--- config.mk ---
export PLATFORM = sky130hd
export DESIGN_NAME = spq_cell
export DESIGN_NICKNAME = d
export VERILOG_FILES = /design/src/hw/rtl/spq_pkg.sv /design/src/hw/rtl/spq_cell.sv
export SDC_FILE = /design/constraint.sdc
export NUM_CORES = 1
export LEC_CHECK = 0
export ABC_AREA = 1
export ABC_CLOCK_PERIOD_IN_PS = 4110
export BUFFER_PORTS_ARGS = -buffer_cell sky130_fd_sc_hd__buf_4
export CORE_ASPECT_RATIO = 1.25
export CORE_MARGIN = 8
export CORE_UTILIZATION = 40
export DETAILED_ROUTE_END_ITERATION = 6
export GPL_TIMING_DRIVEN = 0
export PLACE_DENSITY = 0.76
export SETUP_SLACK_MARGIN = 0.2
export SKIP_CTS_REPAIR_TIMING = 1
export SYNTH_ARGS = -nofsm -noshare
export SYNTH_HDL_FRONTEND = slang
export SYNTH_SLANG_ARGS = --single-unit
--- constraint.sdc ---
create_clock -name clk -period 4.11 [get_ports clk]
set_input_delay 0.411 -clock clk [delete_from_list [all_inputs] [get_ports clk]]
set_output_delay 0.411 -clock clk [all_outputs]
set_load 0.02 [all_outputs]
--- src/hw/rtl/spq_pkg.sv ---
`timescale 1ns / 1ps

package spq_pkg;

  // Default queue capacity
  localparam int DEPTH_DEF = 128;

  // Field widths
  localparam int VAL_W   = 32;
  localparam int PRIO_W  = 32;
  localparam int STAT_W  = 2;
  localparam int COUNT_W = 8;

  // Transaction opcodes
  typedef enum logic [0:0] {
    OP_INSERT = 1'b0,
    OP_REMOVE = 1'b1
  } opcode_t;

  // Result status codes
  typedef enum logic [STAT_W-1:0] {
    ST_DONE  = 2'd0,
    ST_FULL  = 2'd1,
    ST_EMPTY = 2'd2
  } status_t;

  // One queue entry
  typedef struct packed {
    logic signed [VAL_W-1:0]  value;
    logic signed [PRIO_W-1:0] prio;
  } entry_t;

  // Command broadcast to every cell of the row
  typedef struct packed {
    logic   ins;   // place ent in its sorted position
    logic   del;   // shift the row toward the head by one
    entry_t ent;
  } cmd_t;

endpackage

--- src/hw/rtl/spq_cell.sv ---
`timescale 1ns / 1ps

// One slot of the sorted row. The head slot holds the highest priority.
module spq_cell (
  input  logic            clk,
  input  spq_pkg::cmd_t   cmd,
  input  logic            occ,        // slot holds a live entry
  input  logic            left_keep,  // head-side neighbor keeps its entry
  input  spq_pkg::entry_t left_ent,
  input  spq_pkg::entry_t right_ent,
  output spq_pkg::entry_t ent,
  output logic            keep
);

  spq_pkg::entry_t ent_r;
  spq_pkg::entry_t ent_nxt;

  // Keep own entry on insert when it strictly outranks the new one;
  // equal priorities let the newer entry move ahead of this one.
  assign keep = occ && (ent_r.prio > cmd.ent.prio);

  // Take new entry at boundary, else move tailward; del moves headward
  always_comb begin
    ent_nxt = ent_r;
    if (cmd.ins) begin
      if (!keep) begin
        ent_nxt = left_keep ? cmd.ent : left_ent;
      end
    end else if (cmd.del) begin
      ent_nxt = right_ent;
    end
  end

  always_ff @(posedge clk) begin
    ent_r <= ent_nxt;
  end

  assign ent = ent_r;

endmodule

==> impl_metrics.py <==
metrics = {
    "clock_tree": {
        "clk_root_buffer_cell": "clkbuf_16",
        "cts_buffers": 9,
        "clk_pin_slew_ns": 0.06,
        "cts_tree": "built",
        "insertion_delay_ns": 0.33,
        "h-tree-depth": 3,
        "clockBufferDepth": 2,
        "cts_sinks": 64,
    },
    "die": {
        "die_w_um": 106,
        "die_h_um": 129,
        "core_mm2": 0.0100,
        "initial_core_util": 0.407,
        "ios": 262,
        "die_area_mm2": 0.0137,
        "num_rows": 41,
    },
    "timing": {
        "max_freq_mhz": 383,
        "finalMaxSlewViolations": 0,
        "rsz0062_at_grt": "no",
        "hold_viol_final": 0,
        "fin_crit_ns": 2.61,
        "fin_crit_sh": 0.636,
        "finalWorstSetupSlack_ns": 1.50,
        "fin_worst_skew_ns": 0.0109,
        "setup_viol": 0,
        "slew_headroom": 0.412,
        "tightest_slew_ns": 0.882,
    },
    "critical_path": {
        "required_ns": 4.06,
        "critPathKind": "reg2reg",
        "ff2ff_path_depth": 12,
        "end_kind": "flop",
        "critPathLaunchType": "flop",
        "path_max_fanout": 64,
        "cp.arrival_ns": 2.56,
    },
    "synth": {
        "synthArstFlopShare": 0,
        "synth_cell_types": 22,
        "ys_seq_elements": 64,
        "ys_seq_area_frac": 0.472,
        "synth_area_leaders": "edfxtp_1 47%, ha_1 9.8%, nand2_1 9.7%",
        "syn_inst": 501,
        "synth_top_area_share": 0.472,
        "synthesis.area_mm2": 0.00407,
        "syn-num-nets": 730,
        "yosysMostFrequentCell": "nand2_1",
        "synth_flop_cell": "edfxtp_1",
        "synth_top_area_cell": "edfxtp_1",
        "ys_warn_count": 0,
        "ys_top_cells_by_count": "105 x nand2_1, 72 x nor2_1, 69 x o21ai_0, 64 x edfxtp_1, 61 x o21ai_1",
        "synth_edf_count": 64,
        "syn_avg_cell_area_um2": 8.13,
    },
    "final_layout": {
        "areaGrowthSynthToFinish_pct": 58.9,
        "largest_reg_flops": 64,
        "antennaDiodeCount": 0,
        "fillCellCount": 883,
        "drive_above_1_share": 0.372,
        "nets": 1001,
    },
    "hold_path": {
        "hold_class": "in2reg",
        "holdPathStages": 3,
    },
    "global_route": {
        "antenna_found_initial": 0,
        "busiest_layer": "met2",
        "grt_max_degree": 65,
        "met3_usage": 0.0895,
        "grt_pass1_wl_um": 23600,
        "grt_util_met1": 0.215,
        "overflow": 0,
        "grt_util_met2": 0.393,
        "grtUsageTotal": 0.219,
        "grt_pass1_vias": 4860,
    },
    "pwr": {
        "power_uw": 2220,
        "p_leak_uw": 0.00316,
        "internal-power_uw": 1580,
        "seqPwrFrac": 0.382,
        "peakVddDrop_mv": 0.194,
        "p_switching_uw": 644,
        "p_clk_frac": 0.330,
        "pwr-share-comb": 0.288,
        "swShare": 0.289,
        "p_per_area_mw_per_mm2": 344,
    },
    "routing": {
        "wirelength_um": 15200,
        "drc": 0,
        "drt_iter0_markers": 152,
        "ant_nets": 0,
        "vias": 4495,
        "vias_per_cell": 4.96,
        "dr.pass1.iters": 5,
        "wl_per_cell_um": 16.8,
    },
    "flow_run": {
        "maxCapViolCount": 0,
    },
    "placed_design": {
        "place_ws_ns": 1.33,
        "port_buffers": 260,
        "dp_hpwl_um": 12500,
        "gp_congestion": 0.855,
    },
    "status": {
        "outcome": "completed",
    },
}
[cell families (layout without fill, tap and decap cells)]
| group | after synthesis | count (layout) | share of synthesized area |
|---|---|---|---|
| and+or+nand+nor | 186 | 186 | 0.177 |
| DFF | 64 | 64 | 0.472 |
| AOI/OAI and AO/OA | 147 | 147 | 0.183 |
| adders and majority gates | 32 | 32 | 0.0983 |
| buffers and inverters | 72 | 348 | 0.0694 |
[cell usage in the layout (no fill, tap or decap), drive strengths merged]
cell,instances
nand4,2
nor2,74
nand3,3
bufinv,1
a21o,1
buf,267
o21a,2
edfxtp,64
nand2,107
a21oi,14
clkbuf,31
o21ai,130
clkinv,5
inv,44
ha,32
[power by group through the flow]
stage                     sequential, µW  combinational, µW  clock [µW]
after floorplan                      956                215           0
after global placement               864                631           0
after detailed placement             863                647           0
after CTS                            851                649         740
after global routing                 859                705         774
final                                851                640         733
[metrics by stage]
step / hold slack [ns] / area (µm²) / std cells / util / TNS, ns
after floorplan: 0.602 / 4070 / 501 / - / 0
after CTS: 0.363 / 6470 / 906 / 0.647 / 0
after global placement: 0.689 / 6190 / 890 / 0.619 / -1.39
after detailed placement: 0.699 / 6190 / 890 / 0.619 / 0
after global routing: 0.373 / 6470 / 906 / 0.647 / 0
final: 0.370 / 6470 / 906 / 0.647 / 0
[critical path: stages (launching register included)]
cell,delay (ns)
edfxtp_1,0.39
ha_1,0.30
nand2_1,0.07
nand2_1,0.06
nand3_1,0.06
nand2_1,0.05
a21oi_1,0.15
nand2_1,0.09
nand2_1,0.09
nand3_1,0.09
nand3_2,0.11
nand2_1,0.09
nand2_4,0.64
[final timing paths]
| path | start | end | slack, ns |
|---|---|---|---|
| hold / removal | right_ent[19] | ent[19] | 0.37 |
| setup / recovery | ent[9] | ent[11] | 1.50 |
| hold reg to reg | ent[31] | ent[56] | 1.70 |
| setup reg to reg | ent[9] | ent[11] | 1.50 |
[metal layers]
layer | routed length [µm] | up-vias
li1 | - | 2235
met1 | 5380 | 2015
met2 | 7890 | 218
met3 | 1570 | 27
met4 | 401 | 0
met5 | 0 | -
[final cells by class]
class                      count  area, µm²  area share
timing repair buffer         260       1950       0.301
sequential                    64       1920       0.297
multi-input combinational    365       1880       0.290
clock buffer                  11        233      0.0359
inverter                      45        170      0.0263
tap                          129        161      0.0249
buffer                        27        113      0.0174
clock inverter                 5       47.5     0.00734
(Power assumes the default switching activity.)
